File: src/hw/rtl/lpt_pkg.sv
// Shared types and constants for the looping playback position timer.
`default_nettype none

package lpt_pkg;

  // Default widths
  localparam int TIME_BITS_DEF      = 48;
  localparam int RATE_FRAC_BITS_DEF = 16;

  // Fixed field widths
  localparam int RATE_W    = 24;
  localparam int PLAY_W    = 32;
  localparam int CFG_IDX_W = 3;

  // Configuration register indexes
  typedef enum logic [CFG_IDX_W-1:0] {
    CFG_RATE    = 3'd0,
    CFG_START   = 3'd1,
    CFG_END     = 3'd2,
    CFG_LIMIT   = 3'd3,
    CFG_FOREVER = 3'd4
  } lpt_cfg_idx_t;

  // Item modes
  typedef enum logic [1:0] {
    MODE_TICK    = 2'd0,
    MODE_SET     = 2'd1,
    MODE_RESTART = 2'd2
  } lpt_mode_t;

  // Shared shift/add unit operations
  typedef enum logic [2:0] {
    LPT_OP_HOLD     = 3'd0,
    LPT_OP_CLEAR    = 3'd1,
    LPT_OP_MUL      = 3'd2,
    LPT_OP_DIV_LOAD = 3'd3,
    LPT_OP_DIV      = 3'd4
  } lpt_op_t;

  typedef struct packed {
    lpt_op_t op;
    logic    mul_bit;
  } lpt_cmd_t;

endpackage

`default_nettype wire

File: src/hw/rtl/lpt_shift_unit.sv
// Shared shift/add unit: bit-serial multiply and restoring divide on one adder.
`default_nettype none

module lpt_shift_unit #(
  parameter int TIME_BITS = lpt_pkg::TIME_BITS_DEF
) (
  input  wire logic                                  clk,
  input  wire lpt_pkg::lpt_cmd_t                     cmd,
  input  wire logic [TIME_BITS-1:0]                  addend,
  input  wire logic [TIME_BITS-1:0]                  divisor,
  output logic      [TIME_BITS+lpt_pkg::RATE_W-1:0]  product,
  output logic      [TIME_BITS-1:0]                  quotient,
  output logic      [TIME_BITS-1:0]                  remainder
);

  localparam int PW = TIME_BITS + lpt_pkg::RATE_W;

  logic [PW-1:0]        hi_r;
  logic [TIME_BITS-1:0] lo_r;
  logic [TIME_BITS:0]   rs;
  logic [PW-1:0]        op_a;
  logic [PW-1:0]        op_b;
  logic                 cin;
  logic [PW-1:0]        sum;
  logic                 fits;

  // Partial remainder shifted left by one, next dividend bit in
  assign rs = {hi_r[TIME_BITS-1:0], lo_r[TIME_BITS-1]};

  always_comb begin
    op_a = '0;
    op_b = '0;
    cin  = 1'b0;
    case (cmd.op)
      lpt_pkg::LPT_OP_MUL: begin
        op_a = {hi_r[PW-2:0], 1'b0};
        op_b = cmd.mul_bit ? PW'(addend) : '0;
      end
      lpt_pkg::LPT_OP_DIV: begin
        op_a = PW'(rs);
        op_b = ~PW'(divisor);
        cin  = 1'b1;
      end
      default: begin
        op_a = '0;
      end
    endcase
  end

  assign sum  = op_a + op_b + PW'(cin);
  // Operands are far below 2^(PW-1), so the top bit flags a borrow
  assign fits = ~sum[PW-1];

  always_ff @(posedge clk) begin
    case (cmd.op)
      lpt_pkg::LPT_OP_CLEAR: begin
        hi_r <= '0;
      end
      lpt_pkg::LPT_OP_MUL: begin
        hi_r <= sum;
      end
      lpt_pkg::LPT_OP_DIV_LOAD: begin
        hi_r <= '0;
        lo_r <= addend;
      end
      lpt_pkg::LPT_OP_DIV: begin
        hi_r <= fits ? sum : PW'(rs);
        lo_r <= {lo_r[TIME_BITS-2:0], fits};
      end
      default: begin
        hi_r <= hi_r;
      end
    endcase
  end

  assign product   = hi_r;
  assign quotient  = lo_r;
  assign remainder = hi_r[TIME_BITS-1:0];

endmodule

`default_nettype wire

File: src/hw/rtl/looping_playback_position_timer_top.sv
// Top level of the looping playback position timer.
`default_nettype none

// Looping playback position timer. Each input beat carries a mode and an amount and
// produces exactly one result beat with the new position, the play count and a
// repeats-left flag. A tick (mode 0) scales the elapsed nanoseconds by the signed
// fixed-point rate and moves the position forward or backward inside the span
// [start_time, end_time]; crossing an end adds one play plus one per extra whole span
// and wraps by the remainder while repeats are left, else clamps at that end. Set
// (mode 1) loads the amount, clamped up to start_time; restart (mode 2) clears the
// play count and rewinds to start_time; mode 3 reports the state unchanged. The block
// works on one beat at a time: in_ready is high only while the sequencer is idle.
// A tick's cost is set by one shared adder that does the multiply one rate bit per
// cycle and the quotient/remainder division one bit per cycle. The result sits in an
// output register, so a new beat can be accepted while the last result still waits
// for out_ready. Configuration writes take effect at once and are only to be issued
// while no beat is in flight.

module looping_playback_position_timer_top #(
  parameter int TIME_BITS      = lpt_pkg::TIME_BITS_DEF,
  parameter int RATE_FRAC_BITS = lpt_pkg::RATE_FRAC_BITS_DEF
) (
  input  wire logic                           clk,
  input  wire logic                           rst_n,
  // Configuration write port
  input  wire logic                           cfg_we,
  input  wire logic [lpt_pkg::CFG_IDX_W-1:0]  cfg_index,
  input  wire logic [TIME_BITS-1:0]           cfg_wdata,
  // Input channel
  input  wire logic                           in_valid,
  output logic                                in_ready,
  input  wire logic [1:0]                     in_mode,
  input  wire logic [TIME_BITS-1:0]           in_amount,
  // Result channel
  output logic                                out_valid,
  input  wire logic                           out_ready,
  output logic      [TIME_BITS-1:0]           out_position,
  output logic      [lpt_pkg::PLAY_W-1:0]     out_plays_done,
  output logic                                out_repeats_left
);

  localparam int RW    = lpt_pkg::RATE_W;
  localparam int PW    = TIME_BITS + RW;
  localparam int PLW   = lpt_pkg::PLAY_W;
  localparam int CNT_W = $clog2(TIME_BITS);

  typedef enum logic [3:0] {
    ST_IDLE,
    ST_PREP,
    ST_MUL,
    ST_SCALE,
    ST_DIST,
    ST_CROSS,
    ST_STEP,
    ST_DIV,
    ST_PLAY,
    ST_WRAP,
    ST_FIN
  } state_t;

  // Configuration registers
  logic [RW-1:0]        rate_r;
  logic [TIME_BITS-1:0] start_r;
  logic [TIME_BITS-1:0] end_r;
  logic [PLW-1:0]       limit_r;
  logic                 forever_r;

  // Sequencer and working registers
  state_t               state_r;
  logic [TIME_BITS-1:0] amt_r;
  logic                 neg_r;
  logic [RW-1:0]        mag_r;
  logic [CNT_W-1:0]     cnt_r;
  logic [TIME_BITS-1:0] span_r;
  logic [TIME_BITS-1:0] scaled_r;
  logic [TIME_BITS-1:0] dist_r;
  logic                 past_r;
  logic [TIME_BITS-1:0] next_r;
  logic                 clamp_r;

  // Architectural state
  logic [TIME_BITS-1:0] pos_r;
  logic [PLW-1:0]       pc_r;

  // Result register
  logic                 out_valid_r;
  logic [TIME_BITS-1:0] out_position_r;
  logic [PLW-1:0]       out_plays_r;
  logic                 out_rep_r;

  // Shared unit hookup
  lpt_pkg::lpt_cmd_t    cmd;
  logic [TIME_BITS-1:0] unit_addend;
  logic [PW-1:0]        product;
  logic [TIME_BITS-1:0] quotient;
  logic [TIME_BITS-1:0] remainder;

  // Combinational helpers
  logic                 in_fire;
  logic                 out_free;
  logic                 has_rep_w;
  logic                 empty_w;
  logic [RW-1:0]        mag_w;
  logic [PW:0]          prod_x;
  logic [TIME_BITS-1:0] scaled_w;
  logic [TIME_BITS:0]   diff_w;
  logic [TIME_BITS:0]   sum_w;
  logic [TIME_BITS-1:0] excess_w;
  logic                 over_w;
  logic                 q_big;
  logic [PLW+1:0]       psum;
  logic [PLW-1:0]       pc_nxt;
  logic                 rep_after_w;
  logic [TIME_BITS-1:0] pos_fin;
  logic                 fin_rep_w;

  assign in_fire  = in_valid & in_ready;
  assign in_ready = (state_r == ST_IDLE);
  assign out_free = ~out_valid_r | out_ready;

  assign has_rep_w = forever_r | (pc_r < limit_r);
  assign empty_w   = (end_r <= start_r);
  // Magnitude of the two's complement rate
  assign mag_w     = rate_r[RW-1] ? (~rate_r + RW'(1)) : rate_r;

  // Drop the fraction bits and saturate to the all-ones time value
  assign prod_x   = {1'b0, product};
  assign scaled_w = (|prod_x[PW:TIME_BITS+RATE_FRAC_BITS]) ? '1 :
                    prod_x[TIME_BITS+RATE_FRAC_BITS-1:RATE_FRAC_BITS];

  // Overshoot past the end being approached
  assign diff_w = {1'b0, scaled_r} - {1'b0, dist_r};
  assign sum_w  = {1'b0, dist_r} + {1'b0, scaled_r};

  always_comb begin
    if (~neg_r && past_r) begin
      excess_w = sum_w[TIME_BITS] ? '1 : sum_w[TIME_BITS-1:0];
      over_w   = (excess_w != '0);
    end else begin
      excess_w = diff_w[TIME_BITS-1:0];
      over_w   = ~diff_w[TIME_BITS] && (diff_w[TIME_BITS-1:0] != '0);
    end
  end

  // Play count update: one plus the number of extra whole spans, saturating
  assign q_big       = |(quotient >> PLW);
  assign psum        = {2'b00, pc_r} + (PLW+2)'(1) + {2'b00, quotient[PLW-1:0]};
  assign pc_nxt      = (q_big || (|psum[PLW+1:PLW])) ? '1 : psum[PLW-1:0];
  assign rep_after_w = forever_r | (pc_nxt < limit_r);

  // Final position, clamped up to start where the operation calls for it
  assign pos_fin   = (clamp_r && (next_r < start_r)) ? start_r : next_r;
  assign fin_rep_w = has_rep_w;

  // Shared unit command
  always_comb begin
    cmd.op      = lpt_pkg::LPT_OP_HOLD;
    cmd.mul_bit = mag_r[RW-1];
    case (state_r)
      ST_PREP: begin
        if (!empty_w) begin
          cmd.op = lpt_pkg::LPT_OP_CLEAR;
        end
      end
      ST_MUL: begin
        cmd.op = lpt_pkg::LPT_OP_MUL;
      end
      ST_CROSS: begin
        if (over_w && has_rep_w) begin
          cmd.op = lpt_pkg::LPT_OP_DIV_LOAD;
        end
      end
      ST_DIV: begin
        cmd.op = lpt_pkg::LPT_OP_DIV;
      end
      default: begin
        cmd.op = lpt_pkg::LPT_OP_HOLD;
      end
    endcase
  end

  assign unit_addend = (state_r == ST_CROSS) ? excess_w : amt_r;

  lpt_shift_unit #(
    .TIME_BITS (TIME_BITS)
  ) u_shift_unit (
    .clk       (clk),
    .cmd       (cmd),
    .addend    (unit_addend),
    .divisor   (span_r),
    .product   (product),
    .quotient  (quotient),
    .remainder (remainder)
  );

  // Configuration registers
  always_ff @(posedge clk) begin
    if (!rst_n) begin
      rate_r    <= RW'(1) << RATE_FRAC_BITS;
      start_r   <= '0;
      end_r     <= '0;
      limit_r   <= PLW'(1);
      forever_r <= 1'b0;
    end else if (cfg_we) begin
      case (cfg_index)
        lpt_pkg::CFG_RATE:    rate_r    <= cfg_wdata[RW-1:0];
        lpt_pkg::CFG_START:   start_r   <= cfg_wdata;
        lpt_pkg::CFG_END:     end_r     <= cfg_wdata;
        lpt_pkg::CFG_LIMIT:   limit_r   <= cfg_wdata[PLW-1:0];
        lpt_pkg::CFG_FOREVER: forever_r <= cfg_wdata[0];
        default: begin
          forever_r <= forever_r;
        end
      endcase
    end
  end

  // Sequencer, state and result register
  always_ff @(posedge clk) begin
    if (!rst_n) begin
      state_r     <= ST_IDLE;
      pos_r       <= '0;
      pc_r        <= '0;
      out_valid_r <= 1'b0;
      clamp_r     <= 1'b0;
    end else begin
      // Load a new result when one is ready, else drop valid once taken
      if ((state_r == ST_FIN) && out_free) begin
        out_valid_r <= 1'b1;
      end else if (out_valid_r && out_ready) begin
        out_valid_r <= 1'b0;
      end
      case (state_r)
        ST_IDLE: begin
          if (in_fire) begin
            amt_r <= in_amount;
            case (in_mode)
              lpt_pkg::MODE_TICK: begin
                state_r <= ST_PREP;
              end
              lpt_pkg::MODE_SET: begin
                next_r  <= in_amount;
                clamp_r <= 1'b1;
                state_r <= ST_FIN;
              end
              lpt_pkg::MODE_RESTART: begin
                pc_r    <= '0;
                next_r  <= start_r;
                clamp_r <= 1'b1;
                state_r <= ST_FIN;
              end
              default: begin
                // Unused mode: report the state as it is
                next_r  <= pos_r;
                clamp_r <= 1'b0;
                state_r <= ST_FIN;
              end
            endcase
          end
        end
        ST_PREP: begin
          if (empty_w) begin
            next_r  <= pos_r;
            clamp_r <= 1'b0;
            state_r <= ST_FIN;
          end else begin
            span_r  <= end_r - start_r;
            neg_r   <= rate_r[RW-1];
            mag_r   <= mag_w;
            cnt_r   <= CNT_W'(RW - 1);
            state_r <= ST_MUL;
          end
        end
        ST_MUL: begin
          mag_r <= {mag_r[RW-2:0], 1'b0};
          cnt_r <= cnt_r - CNT_W'(1);
          if (cnt_r == '0) begin
            state_r <= ST_SCALE;
          end
        end
        ST_SCALE: begin
          scaled_r <= scaled_w;
          state_r  <= ST_DIST;
        end
        ST_DIST: begin
          // Distance to the end being approached
          if (neg_r) begin
            past_r <= 1'b0;
            dist_r <= (pos_r > start_r) ? (pos_r - start_r) : '0;
          end else if (pos_r >= end_r) begin
            past_r <= 1'b1;
            dist_r <= pos_r - end_r;
          end else begin
            past_r <= 1'b0;
            dist_r <= end_r - pos_r;
          end
          state_r <= ST_CROSS;
        end
        ST_CROSS: begin
          clamp_r <= 1'b1;
          if (!over_w) begin
            state_r <= ST_STEP;
          end else begin
            next_r <= neg_r ? start_r : end_r;
            if (has_rep_w) begin
              cnt_r   <= CNT_W'(TIME_BITS - 1);
              state_r <= ST_DIV;
            end else begin
              state_r <= ST_FIN;
            end
          end
        end
        ST_STEP: begin
          next_r  <= neg_r ? (pos_r - scaled_r) : (pos_r + scaled_r);
          state_r <= ST_FIN;
        end
        ST_DIV: begin
          cnt_r <= cnt_r - CNT_W'(1);
          if (cnt_r == '0) begin
            state_r <= ST_PLAY;
          end
        end
        ST_PLAY: begin
          pc_r    <= pc_nxt;
          state_r <= rep_after_w ? ST_WRAP : ST_FIN;
        end
        ST_WRAP: begin
          // Wrap by the remainder from the opposite end
          next_r  <= neg_r ? (end_r - remainder) : (start_r + remainder);
          state_r <= ST_FIN;
        end
        ST_FIN: begin
          // Hold until the result register is free
          if (out_free) begin
            pos_r          <= pos_fin;
            out_position_r <= pos_fin;
            out_plays_r    <= pc_r;
            out_rep_r      <= fin_rep_w;
            state_r        <= ST_IDLE;
          end
        end
        default: begin
          state_r <= ST_IDLE;
        end
      endcase
    end
  end

  assign out_valid        = out_valid_r;
  assign out_position     = out_position_r;
  assign out_plays_done   = out_plays_r;
  assign out_repeats_left = out_rep_r;

  // A clamped result never lands below start
  a_clamp_floor: assert property (@(posedge clk) disable iff (!rst_n)
    (state_r == ST_FIN) && out_free && clamp_r |=> (pos_r >= start_r))
    else $error("position below start after clamped update");

  // Divider remainder stays inside the span
  a_rem_in_span: assert property (@(posedge clk) disable iff (!rst_n)
    (state_r == ST_WRAP) |-> (remainder < span_r))
    else $error("division remainder not below span");

  // Play count only drops on a restart beat
  a_count_monotonic: assert property (@(posedge clk) disable iff (!rst_n)
    (pc_r < $past(pc_r)) |-> $past(in_fire && (in_mode == lpt_pkg::MODE_RESTART)))
    else $error("play count decreased without restart");

  // No second beat is taken while one is in flight
  a_one_in_flight: assert property (@(posedge clk) disable iff (!rst_n)
    in_fire |=> !in_ready)
    else $error("input accepted while busy");

endmodule

`default_nettype wire
File: config.mk
export PLATFORM = sky130hd
export DESIGN_NAME = looping_playback_position_timer_top
export DESIGN_NICKNAME = d
export VERILOG_FILES = /design/src/hw/rtl/lpt_pkg.sv /design/src/hw/rtl/lpt_shift_unit.sv /design/src/hw/rtl/looping_playback_position_timer_top.sv
export SDC_FILE = /design/constraint.sdc
export NUM_CORES = 2
export LEC_CHECK = 0
export BUFFER_PORTS_ARGS = -buffer_cell sky130_fd_sc_hd__buf_2
export CELL_PAD_IN_SITES_DETAIL_PLACEMENT = 1
export CELL_PAD_IN_SITES_GLOBAL_PLACEMENT = 1
export CORE_MARGIN = 2
export CORE_UTILIZATION = 39
export CTS_CLUSTER_SIZE = 30
export DETAILED_ROUTE_END_ITERATION = 12
export PLACE_DENSITY = 0.69
export SETUP_SLACK_MARGIN = 0.5
export SYNTH_ARGS = -nofsm -noshare
export SYNTH_HDL_FRONTEND = slang
export SYNTH_HIERARCHICAL = 1
export SYNTH_SLANG_ARGS = --single-unit
File: constraint.sdc
create_clock -name clk -period 12.2 [get_ports clk]
set_input_delay 0.61 -clock clk [delete_from_list [all_inputs] [get_ports clk]]
set_output_delay 0.61 -clock clk [all_outputs]
set_load 0.01 [all_outputs]
# Yosys cells after proc, flatten, opt, wreduce, memory -nomap -nowiden
# Cells that the tools add are included.
[word_totals] output_inout_bits=83 word_cells=186 reg_bits=712
[op_classes] addsub=16 bitwise=11 mux=54 n_reduce_logical=45 eq_ne=30 n_lt_le_gt_ge=6
[op_table] cell="2-to-1 mux 48 bit" count=14
[op_table] cell="case mux 72 bit (2 select lines)" count=2
[op_table] cell="subtractor 48 bit" count=6
[op_table] cell="case mux 48 bit (5 select lines)" count=1
[op_table] cell="case mux 72 bit (3 select lines)" count=1
[op_table] cell="case mux 48 bit (3 select lines)" count=1
[op_table] cell="adder 48 bit" count=2
[op_table] cell="2-to-1 mux 32 bit" count=3
[op_table] cell="case mux 48 bit (2 select lines)" count=1
[op_table] cell="nonzero test 48 bit" count=2
[op_table] cell="adder 72 x 1 -> 72 bit" count=1
[op_table] cell="adder 72 bit" count=1
[op_table] cell="NOT 48 -> 72 bit" count=1
[op_table] cell="2-to-1 mux 71 bit" count=1
[op_table] cell="less-than comparator 32 bit" count=2
[op_table] cell="case mux 32 bit (2 select lines)" count=1
[op_table] cell="adder 48 x 48 -> 49 bit" count=1
[op_table] cell="subtractor 48 x 48 -> 49 bit" count=1
[op_table] cell=">= comparator 48 bit" count=1
[op_table] cell="greater-than comparator 48 bit" count=1
[op_table] cell="less-or-equal comparator 48 bit" count=1
[op_table] cell="less-than comparator 48 bit" count=1
[op_table] cell="2-to-1 mux 24 bit" count=2
[op_table] cell="case mux 24 bit (2 select lines)" count=1
[op_table] cell="45 further kinds" count=113

# Depth between registers and ports, before layout
[depth] depth_word=13 mapped_depth=38 ltp_nobuf=34

# Cells and area by module
# Netlist, hierarchy kept.
[by_module_without_submodules] module="looping_playback_position_timer_top" n_inst=1 area_each_um2=54949.0 seq_area_each_um2=15384.8 cells_each=6883
[by_module_without_submodules] module="lpt_shift_unit" n_inst=1 area_each_um2=10646.5 seq_area_each_um2=3603.5 cells_each=1292

# Least setup slack after synthesis
# OpenSTA, ideal clock, no wires.
[synth_path] kind="reg-to-reg" start="register scaled_r[6]" end="register u_shift_unit.hi_r[0] (netlist: u_shift_unit/product[0]) (enable)" setup_ps=535 required_ps=11665 slack_ps=3736 arrival_ps=7928 path_stages_with_launch=18 cell_sequence="edfxtp_1 -> ha_1 -> buf_6 -> nor4_1 -> a21oi_2 -> o21a_2 -> nor4_2 -> nor3_4 -> a311oi_1 -> o22ai_2 -> mux2i_1 -> o31a_1 -> and4_1 -> a211o_4 -> o31ai_1 -> clkbuf_1 -> nor2_1 -> xnor2_1"
[synth_lines] item="start, declared" line="looping_playback_position_timer_top.sv:75" source="logic [TIME_BITS-1:0] scaled_r;"
[synth_lines] item="start signal, assigned" line="looping_playback_position_timer_top.sv:282" source="scaled_r <= scaled_w;"
[synth_lines] item="end signal, assigned" line="lpt_shift_unit.sv:60" source="hi_r <= sum;"
[synth_lines] item="end signal, assigned" line="lpt_shift_unit.sv:67" source="hi_r <= fits ? sum : PW'(rs);"
[synth_lines] item="end signal, assigned" line="lpt_shift_unit.sv:71" source="hi_r <= hi_r;"
[synth_lines] item="end, declared" line="lpt_shift_unit.sv:18" source="logic [PW-1:0] hi_r;"

==> results.toml <==
[outcome]
outcome = "finished clean"

[sta]
timing.final.ws_setup_ps = 1110
relSlewSlack = 0.0325
fmax_ghz = 0.0902
setup_viol = 0
drv_slew = 0
worst_pin_slew_ps = 1440
finalCritPeriodShare = 0.909
rsz0062_at_grt = "no"
finClkSkew_ps = 39.0
tns_ps = 0
holdWs_ps = 79.9
hold_viol_final = 0
post-route-min-period_ps = 11090

[die]
die_x_um = 414
core_area_mm2 = 0.167
rows = 150
die_h_um = 414
ios = 189
dieArea_mm2 = 0.171
start_util = 0.393

[worst_setup_path]
slowest_stage = "ha_1"
crit_path_end_kind = "flip-flop"
cp_num_buf_inv = 2
cpPeakStageDelay_ps = 840
worst_setup_path_start_kind = "flip-flop"
required_ps = 12730
cp.arrival_ps = 11620
path_max_fanout = 42
worstSetupPathType = "flip-flop to flip-flop"
cp_top_family = "compound AO/OA/AOI/OAI gates"

[drt]
vias = 66400
viasPerCell = 6.36
firstDrtPassIters = 5
drt_iter0_markers = 7857
wl_per_cell_um = 31.5
drc_errors = 0
wl_um = 328000
postRouteAntennaNets = 0

[clock_tree]
clock-sinks = 712
cts_made_buffers = 91
root_buffer = "clkbuf_16"
holdBufCountCts = 0
cts_tree = "built"
clk_latency_ps = 780
clk_path_buf_depth = 3
clkSlewWorstSetupHoldPaths_ps = 60
htreeDepth = 3

[cells_and_area]
final_cells = 10400
fin_util = 0.430
drive_gt1_frac = 0.0812
area_delta_synth_final_pct = 9.57
stdcell_area_mm2 = 0.0719
nNetsFinal = 8909

[placement]
post-place-ws_ps = 839
dp.cells = 10300
port_buffers = 188
dpl_cell_area_mm2 = 0.0686
place_hpwl_um = 265000
place.gp.congestion = 1.03

[yosys]
synth-adder-area-share = 0.127
synth.top_cell.area_share = 0.217
synth_ff_type = "edfxtp_1"
ys_top_cells_by_area = "edfxtp_1 (22%), ha_1 (12%), dfxtp_1 (7.3%)"
synth_area_leader_cell = "edfxtp_1"
syn_nets = 8938
ys_seq_area_frac = 0.289
synth-xor-area-share = 0.0633
synthMuxAreaShare = 0.0181
synth_top_family_by_area = "compound AO/OA/AOI/OAI gates"
async_reset_ff_frac = 0
synth_edf_count = 473
yosysWarnings = 6
syn_inst = 8175
syn_area_mm2 = 0.0656
synthSimpleGateAreaFrac = 0.180
yosys.cell_types.count = 115
avgSynthCellArea_um2 = 8.02
ys_ff_latch = 712
synth_compound_area_frac = 0.263

[grt]
grt_overflow = 0
grt_pass1_wl_um = 464000
track_usage = 0.368
grt_pass1_vias = 64600
antenna_found_initial = 33
grt_max_degree = 86

[power_and_ir_drop]
max-vdd-ir-drop_v = 0.000153
p_total_mw = 13.9
p_leak_nw = 30.0
power_density_mw_per_mm2 = 194

[flow_run]
drv_cap = 0

[hold_path]
min_path_type = "input pin to flip-flop"
[layout make-up]
class | instances | area [um2]
Clock inverter | 52 | 713
Multi-Input combinational cell | 6508 | 43000
Tap cell | 2204 | 2760
Inverter | 504 | 1900
Antenna cell | 11 | 27.5
Timing Repair Buffer | 329 | 2010
Clock buffer | 119 | 2470
Fill cell | 20100 | 95200
Sequential cell | 712 | 19000
[cells in the final DEF, fill, tap and decap left out, types with 188 or more instances in the layout]
cell type and count:
nand2_1 1019, a21oi_1 909, ha_1 642, o21ai_0 542
nor2_1 514, inv_1 502, edfxtp_1 473, xnor2_1 304
a21o_1 292, dfxtp_1 239, buf_2 188
[path summary, 6_finish.rpt]
path,startpoint,end,slack [ps],depth (start not counted)
max,scaled_r[13],u_shift_unit/product[44],1110,30
min,in_amount[1],amt_r[1],80,1
max reg2reg,scaled_r[13],u_shift_unit/product[44],1110,30
min reg2reg,limit_r[24],limit_r[24],460,2
[sequential cells by signal (all words and copies together), names as in the netlist, 48 cells and up]
| register | cells |
|---|---|
| u_shift_unit/product | 72 |
| amt_r | 48 |
| dist_r | 48 |
| end_r | 48 |
| next_r | 48 |
| out_position | 48 |
| pos_r | 48 |
| scaled_r | 48 |
| span_r | 48 |
| start_r | 48 |
| u_shift_unit/quotient | 48 |
[repair_timing]
| item | in CTS | in global routing |
|---|---|---|
| hold endpoints to repair | 0 | 0 |
| resized for setup | 0 | 2 |
| setup buffers | 0 | 0 |
| endpoints found under the setup margin | 0 | 50 |
[report_power, final]
part	internal, mW	total [mW]	switching (mW)	leakage, nW
combinational	2.54	7.40	4.86	22.3
clock	1.69	2.95	1.26	1.54
sequential	3.12	3.58	0.462	6.25
total	7.34	13.9	6.58	30.0
[logic make-up after synthesis]
family	after synthesis
AO/OA/AOI/OAI	2736
XOR/XNOR	474
adder cells (fa/ha/maj)	657
buffers and inverters	956
flip-flops	712
multiplexers	118
AND/OR/NAND/NOR	2522
[cells in the mapped netlist (25+ instances only)]
cell       instances
clkbuf_1         331
xor2_1           169
nand2b_1          84
nor2b_1          101
o221ai_1          25
a211oi_1          62
a22oi_1           85
nand3_1          127
dfxtp_1          239
o31ai_1           89
a31oi_1           59
a21oi_1          914
ha_1             645
nor2_1           519
a21o_1           292
and2_1           102
nand2_1         1023
and3_1            47
buf_4             55
o21a_1            74
or3_1             56
o22ai_1          113
xnor2_1          305
buf_1             30
or2_2             68
edfxtp_1         473
a2111oi_0         27
a221oi_1          45
o21ai_0          563
nor3_1           127
o21bai_1          95
buf_2             28
o211ai_1          39
inv_1            502
nor4_1            56
mux2i_1          114
nand4_1          117
[metal layers]
metal  global-route usage  up-vias  share of wire
met1                0.523    33400           0.44
met2                0.529     2883           0.41
li1                     -    29500              -
met3               0.0918      526           0.11
met4                0.149       22          0.043
met5                    0        -        0.00044
Note: power is estimated with default switching activity, not from simulation.
